<file path="src/rtl/core/lprp_pkg.sv">
// Package for the length-prefixed record parser.
// Holds phase codes, result and state types, and result constructors.
// No dependencies.
package lprp_pkg;

	localparam int FIELDS_PER_RECORD = 5;
	localparam int HEADER_BYTES      = 4;
	localparam int QUEUE_DEPTH       = 4;

	localparam logic [2:0] PH_HEADER = 3'd0;
	localparam logic [2:0] PH_LEN_LO = 3'd1;
	localparam logic [2:0] PH_LEN_HI = 3'd2;
	localparam logic [2:0] PH_DATA   = 3'd3;
	localparam logic [2:0] PH_DONE   = 3'd4;
	localparam logic [2:0] PH_DROP   = 3'd5;

	localparam logic [1:0] KIND_BYTE     = 2'd0;
	localparam logic [1:0] KIND_EMPTY    = 2'd1;
	localparam logic [1:0] KIND_COMPLETE = 2'd2;
	localparam logic [1:0] KIND_ERROR    = 2'd3;

	localparam logic [1:0] ERR_SHORT   = 2'd0;
	localparam logic [1:0] ERR_RECORDS = 2'd1;
	localparam logic [1:0] ERR_FIELD   = 2'd2;
	localparam logic [1:0] ERR_TRUNC   = 2'd3;

	localparam logic REG_MAX_RECORDS     = 1'b0;
	localparam logic REG_MAX_FIELD_BYTES = 1'b1;

	localparam logic [15:0] MAX_RECORDS_RESET     = 16'd256;
	localparam logic [16:0] MAX_FIELD_BYTES_RESET = 17'd256;

	typedef struct packed {
		logic [1:0]  kind;
		logic [7:0]  field_byte;
		logic [15:0] record_index;
		logic [2:0]  field_index;
		logic        field_end;
		logic [1:0]  error_code;
		logic        last_of_item;
	} result_t;

	typedef struct packed {
		logic [2:0]  phase;
		logic [1:0]  prefix_count;
		logic [31:0] record_count;
		logic [15:0] current_record;
		logic [2:0]  current_field;
		logic [15:0] bytes_left;
	} parser_state_t;

	localparam parser_state_t STATE_REARM = '{
		phase: PH_HEADER,
		prefix_count: 2'd0,
		record_count: 32'd0,
		current_record: 16'd0,
		current_field: 3'd0,
		bytes_left: 16'd0
	};

	localparam result_t RESULT_NONE = '0;

	function automatic result_t make_error(input logic [1:0] code);
		result_t r;
		r = RESULT_NONE;
		r.kind = KIND_ERROR;
		r.error_code = code;
		return r;
	endfunction

	function automatic result_t make_complete();
		result_t r;
		r = RESULT_NONE;
		r.kind = KIND_COMPLETE;
		return r;
	endfunction

	function automatic result_t make_field(input logic [1:0] kind, input logic [7:0] data,
			input logic [15:0] rec, input logic [2:0] fld, input logic fend);
		result_t r;
		r = RESULT_NONE;
		r.kind = kind;
		r.field_byte = data;
		r.record_index = rec;
		r.field_index = fld;
		r.field_end = fend;
		return r;
	endfunction

endpackage

</file>
<file path="src/rtl/core/length_prefixed_record_parser.sv">
// Length-prefixed record parser, top level.
// Input channel: stream_byte with end_of_data, handshake stream_valid / stream_stall.
// Output channel: one result per transaction (kind, field_byte, record_index,
// field_index, field_end, error_code, last_of_item), handshake result_valid /
// result_stall. Configuration: cfg_write, cfg_index, cfg_data; index 0 sets the
// record limit, index 1 the field length limit; write only while idle.
// Latency: results of a byte enter the result queue at the edge that takes the
// byte, so with the queue empty the first shows on result_valid in the next cycle.
// Throughput: one byte per cycle; a byte gives zero, one or two results and
// the queue drains one per cycle, so the rate is set by the queue's read port.
// stream_stall rises while the queue cannot take two more results, i.e. when
// the receiver holds result_stall high long enough to fill it.
// Reset: parser rearms for a new stream header, queue empties, limits return
// to 256. After the byte with end_of_data the parser rearms by itself.
// Depends on lprp_pkg, lprp_step, lprp_outq.
module length_prefixed_record_parser
	import lprp_pkg::*;
#(
	parameter int QUEUE_DEPTH_P = QUEUE_DEPTH
) (
	input  logic        clk,
	input  logic        arst_n,
	input  logic        stream_valid,
	output logic        stream_stall,
	input  logic [7:0]  stream_byte,
	input  logic        end_of_data,
	output logic        result_valid,
	input  logic        result_stall,
	output logic [1:0]  kind,
	output logic [7:0]  field_byte,
	output logic [15:0] record_index,
	output logic [2:0]  field_index,
	output logic        field_end,
	output logic [1:0]  error_code,
	output logic        last_of_item,
	input  logic        cfg_write,
	input  logic        cfg_index,
	input  logic [16:0] cfg_data
);

	parser_state_t state_q;
	parser_state_t state_next;
	logic [15:0]   max_records_q;
	logic [16:0]   max_field_bytes_q;
	result_t       res0;
	result_t       res1;
	result_t       head;
	logic [1:0]    res_count;
	logic          accept;
	logic          queue_full;

	assign accept = stream_valid && !stream_stall;
	assign stream_stall = queue_full;

	lprp_step u_step (
		.cur             (state_q),
		.stream_byte     (stream_byte),
		.end_of_data     (end_of_data),
		.max_records     (max_records_q),
		.max_field_bytes (max_field_bytes_q),
		.nxt             (state_next),
		.res0            (res0),
		.res1            (res1),
		.res_count       (res_count)
	);

	lprp_outq #(
		.DEPTH (QUEUE_DEPTH_P)
	) u_outq (
		.clk       (clk),
		.arst_n    (arst_n),
		.push0     (accept && res_count != 2'd0),
		.push1     (accept && res_count == 2'd2),
		.res0      (res0),
		.res1      (res1),
		.full      (queue_full),
		.out_valid (result_valid),
		.out_stall (result_stall),
		.out_res   (head)
	);

	assign kind         = head.kind;
	assign field_byte   = head.field_byte;
	assign record_index = head.record_index;
	assign field_index  = head.field_index;
	assign field_end    = head.field_end;
	assign error_code   = head.error_code;
	assign last_of_item = head.last_of_item;

	always_ff @(posedge clk or negedge arst_n) begin
		if (!arst_n) begin
			state_q <= STATE_REARM;
		end else if (accept) begin
			state_q <= state_next;
		end
	end

	always_ff @(posedge clk or negedge arst_n) begin
		if (!arst_n) begin
			max_records_q <= MAX_RECORDS_RESET;
			max_field_bytes_q <= MAX_FIELD_BYTES_RESET;
		end else if (cfg_write) begin
			unique case (cfg_index)
				REG_MAX_RECORDS: max_records_q <= cfg_data[15:0];
				REG_MAX_FIELD_BYTES: max_field_bytes_q <= cfg_data;
				default: begin
				end
			endcase
		end
	end

endmodule

</file>
<file path="src/rtl/core/lprp_step.sv">
// Per-byte parse logic: next state and up to two results for one byte.
// Depends on lprp_pkg.
module lprp_step
	import lprp_pkg::*;
(
	input  parser_state_t cur,
	input  logic [7:0]    stream_byte,
	input  logic          end_of_data,
	input  logic [15:0]   max_records,
	input  logic [16:0]   max_field_bytes,
	output parser_state_t nxt,
	output result_t       res0,
	output result_t       res1,
	output logic [1:0]    res_count
);

	always_comb begin
		logic [31:0]   count_acc;
		logic [15:0]   len;
		logic [15:0]   left_dec;
		logic [15:0]   rec_inc;
		logic [2:0]    fld_inc;
		logic          adv;
		result_t       a;
		result_t       b;
		result_t       c;
		logic          a_v;
		logic          b_v;
		logic          c_v;

		nxt = cur;
		a = RESULT_NONE;
		b = RESULT_NONE;
		c = RESULT_NONE;
		a_v = 1'b0;
		b_v = 1'b0;
		c_v = 1'b0;
		adv = 1'b0;
		count_acc = cur.record_count | ({24'd0, stream_byte} << {cur.prefix_count, 3'b000});
		len = {stream_byte, cur.bytes_left[7:0]};
		left_dec = cur.bytes_left - 16'd1;
		rec_inc = cur.current_record + 16'd1;
		fld_inc = cur.current_field + 3'd1;

		unique case (cur.phase)
			PH_HEADER: begin
				nxt.record_count = count_acc;
				if (cur.prefix_count == 2'(HEADER_BYTES - 1)) begin
					nxt.prefix_count = 2'd0;
					if (count_acc > {16'd0, max_records}) begin
						a = make_error(ERR_RECORDS);
						a_v = 1'b1;
						nxt.phase = PH_DROP;
					end else if (count_acc == 32'd0) begin
						a = make_complete();
						a_v = 1'b1;
						nxt.phase = PH_DONE;
					end else begin
						nxt.phase = PH_LEN_LO;
					end
				end else begin
					nxt.prefix_count = cur.prefix_count + 2'd1;
				end
			end
			PH_LEN_LO: begin
				nxt.bytes_left = {8'd0, stream_byte};
				nxt.phase = PH_LEN_HI;
			end
			PH_LEN_HI: begin
				if ({1'b0, len} >= max_field_bytes) begin
					a = make_error(ERR_FIELD);
					a_v = 1'b1;
					nxt.phase = PH_DROP;
				end else if (len == 16'd0) begin
					a = make_field(KIND_EMPTY, 8'd0, cur.current_record, cur.current_field, 1'b0);
					a_v = 1'b1;
					nxt.bytes_left = 16'd0;
					adv = 1'b1;
				end else begin
					nxt.bytes_left = len;
					nxt.phase = PH_DATA;
				end
			end
			PH_DATA: begin
				nxt.bytes_left = left_dec;
				a = make_field(KIND_BYTE, stream_byte, cur.current_record, cur.current_field,
					left_dec == 16'd0);
				a_v = 1'b1;
				adv = (left_dec == 16'd0);
			end
			PH_DONE, PH_DROP: begin
			end
			default: begin
			end
		endcase

		// advance to the next field, and to the next record after the last field
		if (adv) begin
			if (fld_inc >= 3'(FIELDS_PER_RECORD)) begin
				nxt.current_field = 3'd0;
				nxt.current_record = rec_inc;
				if ({16'd0, rec_inc} >= cur.record_count) begin
					b = make_complete();
					b_v = 1'b1;
					nxt.phase = PH_DONE;
				end else begin
					nxt.phase = PH_LEN_LO;
				end
			end else begin
				nxt.current_field = fld_inc;
				nxt.phase = PH_LEN_LO;
			end
		end

		if (end_of_data) begin
			if (nxt.phase == PH_HEADER) begin
				c = make_error(ERR_SHORT);
				c_v = 1'b1;
			end else if (nxt.phase == PH_LEN_LO || nxt.phase == PH_LEN_HI
					|| nxt.phase == PH_DATA) begin
				c = make_error(ERR_TRUNC);
				c_v = 1'b1;
			end
			nxt = STATE_REARM;
		end

		// pack at most two results in order
		res0 = RESULT_NONE;
		res1 = RESULT_NONE;
		if (a_v) begin
			res0 = a;
			res1 = b_v ? b : c;
		end else if (b_v) begin
			res0 = b;
			res1 = c;
		end else begin
			res0 = c;
		end
		res_count = 2'(a_v) + 2'(b_v) + 2'(c_v);
		res0.last_of_item = (res_count == 2'd1);
		res1.last_of_item = 1'b1;
	end

endmodule

</file>
<file path="src/rtl/core/lprp_outq.sv">
// Result queue: takes up to two results per cycle, delivers one per cycle while out_stall is low.
// Depends on lprp_pkg.
module lprp_outq
	import lprp_pkg::*;
#(
	parameter int DEPTH = QUEUE_DEPTH
) (
	input  logic    clk,
	input  logic    arst_n,
	input  logic    push0,
	input  logic    push1,
	input  result_t res0,
	input  result_t res1,
	output logic    full,
	output logic    out_valid,
	input  logic    out_stall,
	output result_t out_res
);

	localparam int PTR_W = (DEPTH > 1) ? $clog2(DEPTH) : 1;
	localparam int CNT_W = $clog2(DEPTH + 1);

	result_t            entry_q [DEPTH];
	logic [PTR_W-1:0]   wr_ptr_q;
	logic [PTR_W-1:0]   rd_ptr_q;
	logic [CNT_W-1:0]   count_q;
	logic [PTR_W-1:0]   wr_ptr_inc;
	logic [PTR_W-1:0]   wr_ptr_inc2;
	logic [PTR_W-1:0]   rd_ptr_inc;
	logic               pop;

	function automatic logic [PTR_W-1:0] ptr_next(input logic [PTR_W-1:0] p);
		return (p == PTR_W'(DEPTH - 1)) ? '0 : p + PTR_W'(1);
	endfunction

	assign wr_ptr_inc  = ptr_next(wr_ptr_q);
	assign wr_ptr_inc2 = ptr_next(wr_ptr_inc);
	assign rd_ptr_inc  = ptr_next(rd_ptr_q);
	assign out_valid   = (count_q != '0);
	assign out_res     = entry_q[rd_ptr_q];
	assign pop         = out_valid && !out_stall;
	assign full        = (count_q > CNT_W'(DEPTH - 2));

	always_ff @(posedge clk or negedge arst_n) begin
		if (!arst_n) begin
			wr_ptr_q <= '0;
			rd_ptr_q <= '0;
			count_q <= '0;
		end else begin
			if (push1) begin
				wr_ptr_q <= wr_ptr_inc2;
			end else if (push0) begin
				wr_ptr_q <= wr_ptr_inc;
			end
			if (pop) begin
				rd_ptr_q <= rd_ptr_inc;
			end
			count_q <= count_q + CNT_W'(push0) + CNT_W'(push1) - CNT_W'(pop);
		end
	end

	always_ff @(posedge clk) begin
		if (push0) begin
			entry_q[wr_ptr_q] <= res0;
		end
		if (push1) begin
			entry_q[wr_ptr_inc] <= res1;
		end
	end

endmodule

</file>
<file path="config.mk">
export PLATFORM = sky130hd
export DESIGN_NAME = length_prefixed_record_parser
export DESIGN_NICKNAME = d
export VERILOG_FILES = /design/src/rtl/core/lprp_pkg.sv /design/src/rtl/core/length_prefixed_record_parser.sv /design/src/rtl/core/lprp_step.sv /design/src/rtl/core/lprp_outq.sv
export SDC_FILE = /design/constraint.sdc
export NUM_CORES = 1
export LEC_CHECK = 0
export BUFFER_PORTS_ARGS = -buffer_cell sky130_fd_sc_hd__buf_2
export CAP_MARGIN = 20
export CORE_AREA = 3 3 200 202
export CTS_CLUSTER_DIAMETER = 40
export CTS_CLUSTER_SIZE = 16
export DETAILED_ROUTE_END_ITERATION = 6
export DIE_AREA = 0 0 203 205
export PLACE_DENSITY_LB_ADDON = 0.1
export SYNTH_ARGS = -nofsm -noshare
export SYNTH_HDL_FRONTEND = slang
export SYNTH_HIERARCHICAL = 1
export SYNTH_SLANG_ARGS = --single-unit
</file>
<file path="constraint.sdc">
create_clock -name clk -period 9.15 [get_ports clk]
set_clock_uncertainty 0.1 [all_clocks]
set_input_delay 1.83 -clock clk [delete_from_list [all_inputs] [get_ports clk]]
set_output_delay 1.83 -clock clk [all_outputs]
set_load 0.01 [all_outputs]
</file>
==> key figures, run 1 <==
Clock network
  • Hold_buf cts: 0
  • Number of setup buffers added after CTS: 0
  • # H-tree levels: 2
  • CTS tree: done
  • Clock Pin Slew Worst Setup and Hold Paths: 0.05 ns
  • Root Buffer: clkbuf_16
  • Cts bufs inserted: between 40 and 50
  • Post_cts resized: 0
  • Clock buffer depth: 3
  • Clk sink count: around 240
  • Clk Latency, worst-skew pair: around 0.55 ns

Pwr
  • P_leak: between 0.007 and 0.008 uW
  • Total power: about 5300 uW
  • Power per cell area: 303.5 mW/mm^2
  • Max VDD drop: ~0.13 mV

Logic synthesis
  • Warnings from Yosys: 6
  • Synthesis-stage register bit count: roughly 240
  • Synth area leader: edfxtp_1
  • EDFF count, synth: roughly 130
  • Count leader, synth: mux2_2
  • Seq/Total Area, Yosys: 44.09%
  • Mapped Cells: roughly 1300
  • Async SR Flop Fraction: roughly 46%
  • Main flop type after synthesis: edfxtp_1
  • Library cells used by synthesis: between 70 and 80
  • Mean Syn Cell Area: between 10 and 15 sq um
  • Synth Cell Area: roughly 0.015 sq mm
  • Yosys top cell area share: between 20% and 30%
  • Commonest cells post-synth: mux2_2 (238), edfxtp_1 (132), dfrtp_1 (110)
  • Ranking of synthesized cells by area: edfxtp_1 (26%), dfrtp_1 (18%), mux2_2 (17%)

Routing
  • Drt total wl: approximately 40000 um
  • Detailed-route DRC error count: 0
  • Initial DRT Pass Iterations: 4
  • Routed vias: around 10000
  • Routed vias/inst: around 5.3
  • Post-DR wirelength/cell: roughly 20 um
  • DR iter-0 viols: around 570
  • DRT antenna net count: 0

Die
  • Ports: 67
  • Die Ht: 205 um
  • Die width: around 200 um
  • Core area: just under 0.04 sq mm
  • # rows: 72
  • Starting Density: 39.91%
  • Full die area: around 0.042 sq mm

STA
  • Fin Setup TNS: 0 ns
  • Final Cycle Share: roughly 73%
  • Max Freq: approximately 150 MHz
  • Count of final hold-check violations: 0
  • Slew headroom: 30.15%
  • Post-route setup slack: roughly 2.4 ns
  • Pin slew with the least headroom to its limit: 1.048 ns
  • Min cycle time layout: 6.719 ns
  • Setup violations, final: 0
  • RSZ-0062 raised after global routing: no
  • Fin. max-slew vios: 0

Global routing
  • First-pass GRT wire length: 62300 um
  • Met2 Usage GRT: 31.91%
  • GRT Resource Usage Total: about 19%
  • Initial antenna violation count: 0
  • Met1 Track Usage GR: between 20% and 30%
  • Grt met3 use: 3.258%
  • Grt ovf: 0
  • Pin count of the biggest net entering global routing: 74
  • Vias in the first global route: roughly 11000
  • Top Usage Layer GRT: met2

Critical path
  • Reg-to-reg slack, setup: 2.49 ns
  • Reg2Reg Launch Point: state_q[20]
  • R2R Path End: u_outq/entry_q[2][24]
  • Worst Path Required: approximately 9 ns
  • Reg2Reg Depth: 19
  • Critical path launch point type: input pin
  • Worst Path Arrival: roughly 6.8 ns
  • Critical-path top delay cell: fa_1
  • Highest cell delay on the worst timing path: about 0.64 ns
  • Crit-path leading delay family: simple AND/OR/NAND/NOR gates
  • Crit. End Element: flop
  • Buf/Inv on CP: 3
  • Critical Path, Cell by Cell: buf_2 > ha_1 > and4_1 > a21oi_1 > a21o_1 > nand4_1 > o31ai_1 > nand3_1 > fa_1 > inv_1 > and3b_1 > nand2_2 > nand2_1 > buf_4
  • Crit path max fanout: 34
  • Setup crit start: stream_byte[4]
  • CP Class: in2reg

Placement
  • Place WS: 1.899 ns
  • Final HPWL DP: ~26000 um
  • PortBufs: 66
  • Routability Congestion: just over 0.8

Cells and area
  • Fin util: ~45%
  • Fill cells: 3618
  • Layout cells sized above 1: a little under a third
  • Ant diodes: 0
  • Area grow syn2layout: 12.72%
  • Nets: roughly 1500

Min path
  • Hold Crit Depth: 1
  • Hold-critical path endpoint: max_field_bytes_q[2]
  • Worst hold start: max_field_bytes_q[2]
  • Worst min path class: reg2reg

Run status
  • Status: finished clean

Flow run
  • Max cap viols: 0
==> routing by layer <==
| layer | routed length (um) | up-vias |
|---|---|---|
| met5 | 0 | - |
| met4 | 1164 | 0 |
| met3 | 1574 | 70 |
| met2 | 18440 | 210 |
| met1 | 18010 | 5040 |
| li1 | - | 4905 |
==> placed cells by master, fill, tap and decap left out, drive strengths merged, types with 4 or more instances in the layout <==
master / count
mux2: 238
edfxtp: 132
dfrtp: 110
nand2: 93
inv: 78
buf: 78
a21oi: 77
ha: 63
nor2: 59
clkbuf: 53
o21ai: 50
mux4: 33
and2: 29
conb: 29
nand3: 20
xnor2: 17
or4: 15
o31ai: 14
clkinv: 14
nor4: 13
nor3: 13
nand4: 12
nor2b: 12
or2: 11
a31oi: 10
nand2b: 9
bufinv: 7
and3: 7
a21o: 7
or3: 7
a211o: 6
clkinvlp: 5
xor2: 5
o21a: 4
o211ai: 4
and4: 4
==> per-stage QoR <==
| stage | cells | hold slack [ns] | area, sq um |
|---|---|---|---|
| floorplan | 1346 | 0.3788 | 15450 |
| global route | 1916 | 0.4103 | 17310 |
| detailed placement | 1835 | 0.3956 | 15760 |
| global placement | 1835 | 0.3904 | 15760 |
| CTS | 1916 | 0.4081 | 17310 |
| finish | 1916 | 0.4053 | 17310 |
==> layout make-up <==
class | count | area (sq um) | area share (%)
Clock buffer | 53 | 1197 | 6.919
Timing Repair Buffer | 78 | 422.9 | 2.444
Tap cell | 518 | 648.1 | 3.745
Inverter | 76 | 285.3 | 1.648
Clock inverter | 28 | 349.1 | 2.017
Multi-Input combinational cell | 919 | 7632 | 44.10
Sequential cell | 244 | 6770 | 39.12
==> cell families (layout without fill, tap and decap cells) <==
family	count (synthesis)	after routing	synth area share, %
compound gates	208	208	8.541
xor+xnor	22	22	1.255
fa+ha+maj	66	66	5.526
buf+inv	183	235	6.887
flops	244	244	44.09
mux	273	273	22.55
other cells	2	29	0.04892
simple gates	321	321	11.10
==> report_power, final <==
part	internal, uW	switching [uW]
Combinational	855	1100
Clock	1130	572
Sequential	1380	217
Total	3360	1890
==> flip-flops by register name, indices dropped and copies added, names as in the netlist <==
name and flops:
u_outq/entry_q 132, state_q 72, max_field_bytes_q 17, max_records_q 16, u_outq/count_q 3, u_outq/rd_ptr_q 2
u_outq/wr_ptr_q 2
==> worst max path at each step <==
stage / end / slack [ns] / depth (start not counted)
floorplan: u_outq/entry_q[0][0] / 3.16 / 14
global placement: u_outq/entry_q[2][16] / 2.05 / 14
detailed placement: u_outq/entry_q[2][16] / 1.90 / 14
CTS: u_outq/entry_q[2][25] / 2.37 / 19
global route: u_outq/entry_q[2][25] / 2.08 / 19
finish: u_outq/entry_q[2][24] / 2.43 / 14
No activity file was read; power rests on OpenSTA's default activity.
==> inputs of run 2 (changes only) <==
clock period = 6.7 ns   (was 9.15 ns; I/O delays follow)
==> run 2 against run 1 <==
  * Cell count up 0.99%
  * Worst setup slack worse by 1.9 ns
  * Critical path depth up 8
  * Clock power up 44%
  * Critical path type is now reg2reg
  * Largest power group unchanged
==> key figures, run 2 (synthesized netlist as in run 1, its figures left out) <==
Run status
  • Status: finished clean

Critical path
  • Crit-path most repeated cell: nand3_1
  • Crit. End Element: flop
  • Crit path max fanout: 7
  • Critical-path top delay cell: or3_2
  • Critical Path, Cell by Cell: ha_1 > nand3_1 > or2_2 > nor2_1 > nand3_1 > or3_2 > xnor2_1 > ha_1 > a21o_1 > a21oi_1 > o311ai_0 > nand3_1 > nand3_1 > fa_1 > inv_1 > and3b_2 > inv_1 > ha_1 > inv_1 > fa_1 > fa_1 > xnor2_1
  • Worst Path Required: slightly above 7 ns
  • CP Class: reg2reg
  • Highest cell delay on the worst timing path: between 0.5 and 0.6 ns
  • Critical path launch point type: flop
  • Worst Path Arrival: 6.50 ns

STA
  • Fin. max-slew vios: 0
  • Final Cycle Share: between 90% and 100%
  • Setup violations, final: 0
  • Slew headroom: a little under a third
  • RSZ-0062 raised after global routing: no
  • Fin Setup TNS: 0 ns
  • Min cycle time layout: 6.158 ns
  • Max Freq: about 160 MHz
  • Count of final hold-check violations: 0
  • Pin slew with the least headroom to its limit: around 1.0 ns

Cells and area
  • Largest regs: u_outq/entry_q: 132 flops, state_q: 72 flops, max_field_bytes_q: 17 flops
  • Nets: ~1500
  • Area grow syn2layout: 14.24%
  • Fill cells: 3569
  • Layout cells sized above 1: 32.96%
  • Multi-input logic area: ~0.0076 sq mm
  • FF+latch area: roughly 0.0068 sq mm
  • Commonest non-fill, non-tap cells in the layout: mux2_2 (238), edfxtp_1 (132), dfrtp_1 (109)
  • Most common cell after layout, fill and taps aside: mux2_2
  • Fin util: between 40% and 50%
  • Biggest register: u_outq/entry_q
  • Final Non-Filler Cells: around 1900
  • Ant diodes: 0
  • Max reg flops: between 100 and 150

Global routing
  • Pin count of the biggest net entering global routing: 77
  • GRT Resource Usage Total: 19.02%
  • First-pass GRT wire length: ~62000 um
  • Initial antenna violation count: 0
  • Grt ovf: 0
  • Vias in the first global route: around 11000

Clock network
  • CTS tree: done
  • Clock Pin Slew Worst Setup and Hold Paths: around 0.050 ns
  • # H-tree levels: 2
  • Clk Latency, worst-skew pair: 0.57 ns
  • Cts bufs inserted: 47
  • Root Buffer: clkbuf_16
  • Hold_buf cts: 0
  • Clock buffer depth: 3
  • Clk sink count: about 240

Routing
  • DR iter-0 viols: between 500 and 600
  • Routed vias: 10373
  • Detailed-route DRC error count: 0
  • Initial DRT Pass Iterations: 5
  • Routed vias/inst: roughly 5.4
  • Top sig layer: met4
  • Drt total wl: 38970 um
  • Met3 wire length: around 1600 um
  • Post-DR wirelength/cell: 20.14 um
  • WL met1: 17830 um
  • DRT antenna net count: 0
  • Routed met2 length: approximately 19000 um

Pwr
  • Power per cell area: around 420 mW/mm^2
  • Switching Power: between 2000 and 3000 uW
  • Total power: roughly 7300 uW
  • Sw frac: a little over a third
  • Cell internal pwr: roughly 4700 uW
  • Reg power frac: a little under a third
  • Max VDD drop: roughly 0.17 mV
  • Clk pwr share: 33.5%
  • P_leak: ~0.0074 uW
  • Gate power share: between 30% and 40%

Placement
  • Final HPWL DP: 25700 um
  • PortBufs: 66
  • Routability Congestion: a little under 0.8
  • Placed Cells: between 1500 and 2000

Die
  • # rows: 72
  • Die width: about 200 um
  • Die Ht: 205 um
  • Core area: just under 0.04 sq mm
  • Full die area: 0.04162 sq mm
  • Starting Density: approximately two fifths
  • Ports: between 60 and 70

Min path
  • Worst min path class: reg2reg

Flow run
  • Max cap viols: 0
## run 2: cell count changes in the layout (fill, tap and decap cells not counted), moves of 2 or more
cell,change
clkinv_2,-3
clkinvlp_4,+2
clkbuf_1,+2
clkinv_1,-2
clkinv_4,+2
buf_4,+11
## run 2: power by group through the flow
stage | Sequential (uW) | Combinational (uW) | Clock [uW]
after CTS | 2200 | 2680 | 2510
final | 2190 | 2660 | 2440
after floorplan | 2070 | 2110 | 0
after global placement | 2220 | 2640 | 0
after detailed placement | 2220 | 2670 | 0
after global routing | 2250 | 2970 | 2580
## run 2: routing by layer
metal,GRT usage [%],up-vias
met3,3.782,61
li1,-,4975
met1,25.37,5134
met5,0,-
met2,31.68,203
met4,5.246,0
## run 2: worst paths after layout
| check | to | from | depth (start not counted) | slack, ns |
|---|---|---|---|---|
| worst min register to register | max_field_bytes_q[3] | max_field_bytes_q[3] | 1 | 0.40 |
| worst min-delay path | max_field_bytes_q[3] | max_field_bytes_q[3] | 1 | 0.40 |
| worst max-delay path | u_outq/count_q[2] | state_q[19] | 22 | 0.54 |
| worst max register to register | u_outq/count_q[2] | state_q[19] | 22 | 0.54 |
| min in group asynchronous | state_q[28] | arst_n | 1 | 0.68 |
| max in group asynchronous | max_records_q[8] | arst_n | 3 | 4.77 |
## run 2: repair_timing
| item | CTS | global route |
|---|---|---|
| resized for setup | 0 | 1 |
| setup buffers | 0 | 0 |
| hold endpoints to repair | 0 | 0 |
| setup endpoints to repair | 0 | 1 |
## run 2: worst max-delay path, delay by kind of cell, from the launching register on
family          cells  cell delay, ns
compound gates      3            0.63
xor+xnor            2            0.28
fa+ha+maj           6            2.14
buf+inv             3            0.19
flops               1            0.49
simple gates        8            2.20
## run 2: area by class of cell
type                    count  share of cell area (%)
clock inverters            30                   2.304
inverters                  76                   1.627
flip-flops and latches    244                   38.60
multi-input cells         919                   43.53
clock buffers              57                   7.091
well taps                 518                   3.696
repair buffers             91                   3.153
## run 2: through the flow
| stage | area [sq um] | hold slack [ns] | setup WS, ns |
|---|---|---|---|
| 2_1_floorplan | 15450 | 0.3788 | 1.198 |
| 6_report | 17540 | 0.3996 | 0.5422 |
| 5_1_grt | 17540 | 0.4066 | 0.1009 |
| 3_5_place_dp | 15860 | 0.3930 | 0.3470 |
| 3_3_place_gp | 15860 | 0.3877 | 0.4416 |
| 4_1_cts | 17510 | 0.4037 | 0.3084 |
==> inputs of run 3 (changes only) <==
ABC_AREA = 1   (was unset)
CORE_AREA = 3 3 207 209   (was 3 3 200 202)
DIE_AREA = 0 0 210 212   (was 0 0 203 205)
==> run 3 against run 2 <==
  * Hold slack worse by 0.038 ns
  * First-iteration DRC count is 33% higher
  * Sequential power hardly changed
  * Flip-flop and latch count stayed put
  * Global-route usage is 1.0 points higher
  * Critical endpoint unchanged
  * Register-to-register slack better by 0.52 ns
  * Wire length is 13% higher
  * Cell count is 41% higher
  * Die area is 7.0% higher
  * Synthesized area is 7.0% higher
  * Combinational power is 32% higher
  * Critical path depth is 7 higher
==> key figures, run 3 <==
Run status
  • Status: finished clean

Logic synthesis
  • Ranking of synthesized cells by area: edfxtp_1 (24%), dfrtp_1 (17%), nand2_1 (15%)
  • Mapped Cells: around 2100
  • Warnings from Yosys: 6
  • Main flop type after synthesis: edfxtp_1
  • Commonest cells post-synth: nand2_1 (649), inv_1 (265), nor2_1 (179)
  • Synthesis-stage register bit count: roughly 240
  • Seq/Total Area, Yosys: 41.21%
  • Synth Area in Simple Gates: 27.05%
  • Synth Cell Area: 0.01643 sq mm
  • Adder-cell share of the synthesized area: roughly 5.2%
  • EDFF count, synth: 132
  • Count leader, synth: nand2_1
  • Synth area leader: edfxtp_1
  • Mean Syn Cell Area: between 7 and 8 sq um
  • Yosys top cell area share: ~24%
  • Async SR Flop Fraction: 45.90%
  • Library cells used by synthesis: 50
  • Main combinational cell family by area after synthesis: simple AND/OR/NAND/NOR gates
  • Multiplexer share of the synthesized area: 0%
  • Compound-Gate Fraction of Synth Area: 13.44%
  • Xor/xnor share of the synthesized area: 0.7922%

Cells and area
  • Area grow syn2layout: 10.87%
  • Final Non-Filler Cells: roughly 2700
  • Max reg flops: roughly 130
  • Commonest non-fill, non-tap cells in the layout: nand2_1 (649), inv_1 (264), nor2_1 (179)
  • FF+latch area: between 0.006 and 0.007 sq mm
  • Largest regs: u_outq/entry_q: 132 flops, state_q: 72 flops, max_field_bytes_q: 17 flops
  • Nets: roughly 2300
  • Fill cells: between 4000 and 5000
  • Fin util: between 40% and 50%
  • Design Area, Final: between 0.015 and 0.02 sq mm
  • Multi-input logic area: a little under 0.008 sq mm
  • Layout cells sized above 1: a little under an eighth
  • Ant diodes: 0
  • Biggest register: u_outq/entry_q
  • Most common cell after layout, fill and taps aside: nand2_1

Flow run
  • Max cap viols: 0

Clock network
  • CTS tree: done
  • Post_cts resized: 0
  • Clock Pin Slew Worst Setup and Hold Paths: ~0.050 ns
  • # H-tree levels: 2
  • Root Buffer: clkbuf_16
  • Cts bufs inserted: 47
  • Clk Latency, worst-skew pair: ~0.57 ns
  • Clk sink count: between 200 and 250
  • Clock buffer depth: 3
  • Number of setup buffers added after CTS: 0
  • Hold_buf cts: 0

Critical path
  • Worst Path Arrival: approximately 6 ns
  • Crit-path most repeated cell: inv_1
  • Reg-to-reg slack, setup: 1.06 ns
  • Reg2Reg Launch Point: state_q[21]
  • Crit path max fanout: 6
  • Reg2Reg Depth: 29
  • Crit. End Element: flop
  • Highest cell delay on the worst timing path: 0.41 ns
  • CP Class: reg2reg
  • Worst Path Required: between 7 and 8 ns
  • R2R Path End: u_outq/count_q[2]
  • Critical path launch point type: flop
  • Critical-path top delay cell: dfrtp_1

Global routing
  • First-pass GRT wire length: approximately 71000 um
  • Initial antenna violation count: 0
  • Vias in the first global route: between 10000 and 15000
  • Grt ovf: 0
  • Pin count of the biggest net entering global routing: 80
  • GRT Resource Usage Total: 20.03%

Placement
  • Placed Cells: approximately 2600
  • Routability Congestion: between 0.9 and 1
  • Final HPWL DP: a little under 30000 um
  • PortBufs: 66
  • Placed Area: about 0.017 sq mm

Pwr
  • Cell internal pwr: ~4400 uW
  • Total power: a little under 8000 uW
  • Reg power frac: 27.4%
  • Max VDD drop: about 0.21 mV
  • Gate power share: 44.4%
  • Sw frac: 44.05%
  • Power per cell area: 433.7 mW/mm^2
  • Switching Power: around 3500 uW
  • Clk pwr share: around 28%
  • P_leak: just under 0.009 uW

Die
  • # rows: 74
  • Die width: about 210 um
  • Starting Density: around 40%
  • Core area: between 0.04 and 0.05 sq mm
  • Full die area: between 0.04 and 0.05 sq mm
  • Die Ht: roughly 210 um
  • Ports: 67

Routing
  • Top sig layer: met4
  • Routed met2 length: 21000 um
  • DRT antenna net count: 0
  • Post-DR wirelength/cell: between 15 and 20 um
  • Initial DRT Pass Iterations: 5
  • Met3 wire length: around 2000 um
  • Drt total wl: between 40000 and 50000 um
  • Routed vias/inst: 5.037
  • WL met1: about 20000 um
  • Routed vias: roughly 14000
  • Detailed-route DRC error count: 0
  • DR iter-0 viols: 681

STA
  • Fin Setup TNS: 0 ns
  • Count of final hold-check violations: 0
  • Slew headroom: about two fifths
  • Setup violations, final: 0
  • Pin slew with the least headroom to its limit: 0.9131 ns
  • Fin. max-slew vios: 0
  • Min cycle time layout: ~5.6 ns
  • Max Freq: ~180 MHz
  • RSZ-0062 raised after global routing: no
  • Final Cycle Share: a little over four fifths

Min path
  • Worst min path class: reg2reg
  • Worst hold start: max_field_bytes_q[8]
  • Hold-critical path endpoint: max_field_bytes_q[8]
  • Hold Crit Depth: 2
run 3: changes by cell type in the layout (fill, tap and decap cells not counted), moves of 28 or more:
cell / delta
o211ai_1: +43
mux4_2: -28
o21ai_1: +90
inv_1: +188
nand2_1: +561
and2_1: -28
mux2_2: -238
a21oi_1: -30
o211ai_2: +33
nand3_1: +152
nor2_1: +120
run 3: metrics by stage:
stage | hold slack, ns | setup slack, ns
after floorplan | 0.3418 | 1.525
after global placement | 0.3538 | 0.8666
after detailed placement | 0.3580 | 0.7597
after CTS | 0.3650 | 1.043
after global routing | 0.3850 | 0.5132
final | 0.3619 | 1.061
run 3: power by group through the flow:
stage                     clock (uW)  combinational (uW)  sequential [uW]
after floorplan                    0                2760             2030
after global placement             0                3500             2190
after detailed placement           0                3500             2190
after CTS                       2290                3520             2170
after global routing            2370                3980             2210
final                           2230                3510             2160
run 3: logic make-up after synthesis:
group           after synthesis
compound gates              332
xor+xnor                     14
simple gates               1057
flops                       244
fa+ha+maj                    66
other cells                   2
buf+inv                     413
run 3: per-layer routing:
layer  track usage (%)  up-vias
met5                 0        -
met4             6.022        0
met3             3.837       89
met2             34.17      297
met1             25.99     6363
li1                  -     6967
run 3: worst max-delay path by stage:
stage / startpoint / to / slack [ns] / cells past startpoint
2_1_floorplan: stream_byte[3] / u_outq/entry_q[3][0] / 1.52 / 22
3_3_place_gp: stream_byte[7] / u_outq/count_q[2] / 0.87 / 25
3_5_place_dp: stream_byte[7] / u_outq/count_q[2] / 0.76 / 25
4_1_cts: state_q[21] / u_outq/count_q[2] / 1.04 / 29
5_1_grt: state_q[21] / u_outq/count_q[2] / 0.51 / 27
6_report: state_q[21] / u_outq/count_q[2] / 1.06 / 29
run 3: critical path, delay by kind of cell (launching register included):
family / cells / cell delay [ns]
AO/OA/AOI/OAI: 2 / 0.20
XOR/XNOR: 2 / 0.34
adder cells (fa/ha/maj): 5 / 1.74
buffers and inverters: 5 / 0.41
flip-flops: 1 / 0.41
AND/OR/NAND/NOR: 15 / 2.30
run 3: final cells by class:
class                   count  area share, %
inverters                 273          5.654
clock buffers              69          7.132
well taps                 532          3.655
clock inverters            19          1.141
multi-input cells        1498          42.49
flip-flops and latches    244          37.19
repair buffers             88          2.734
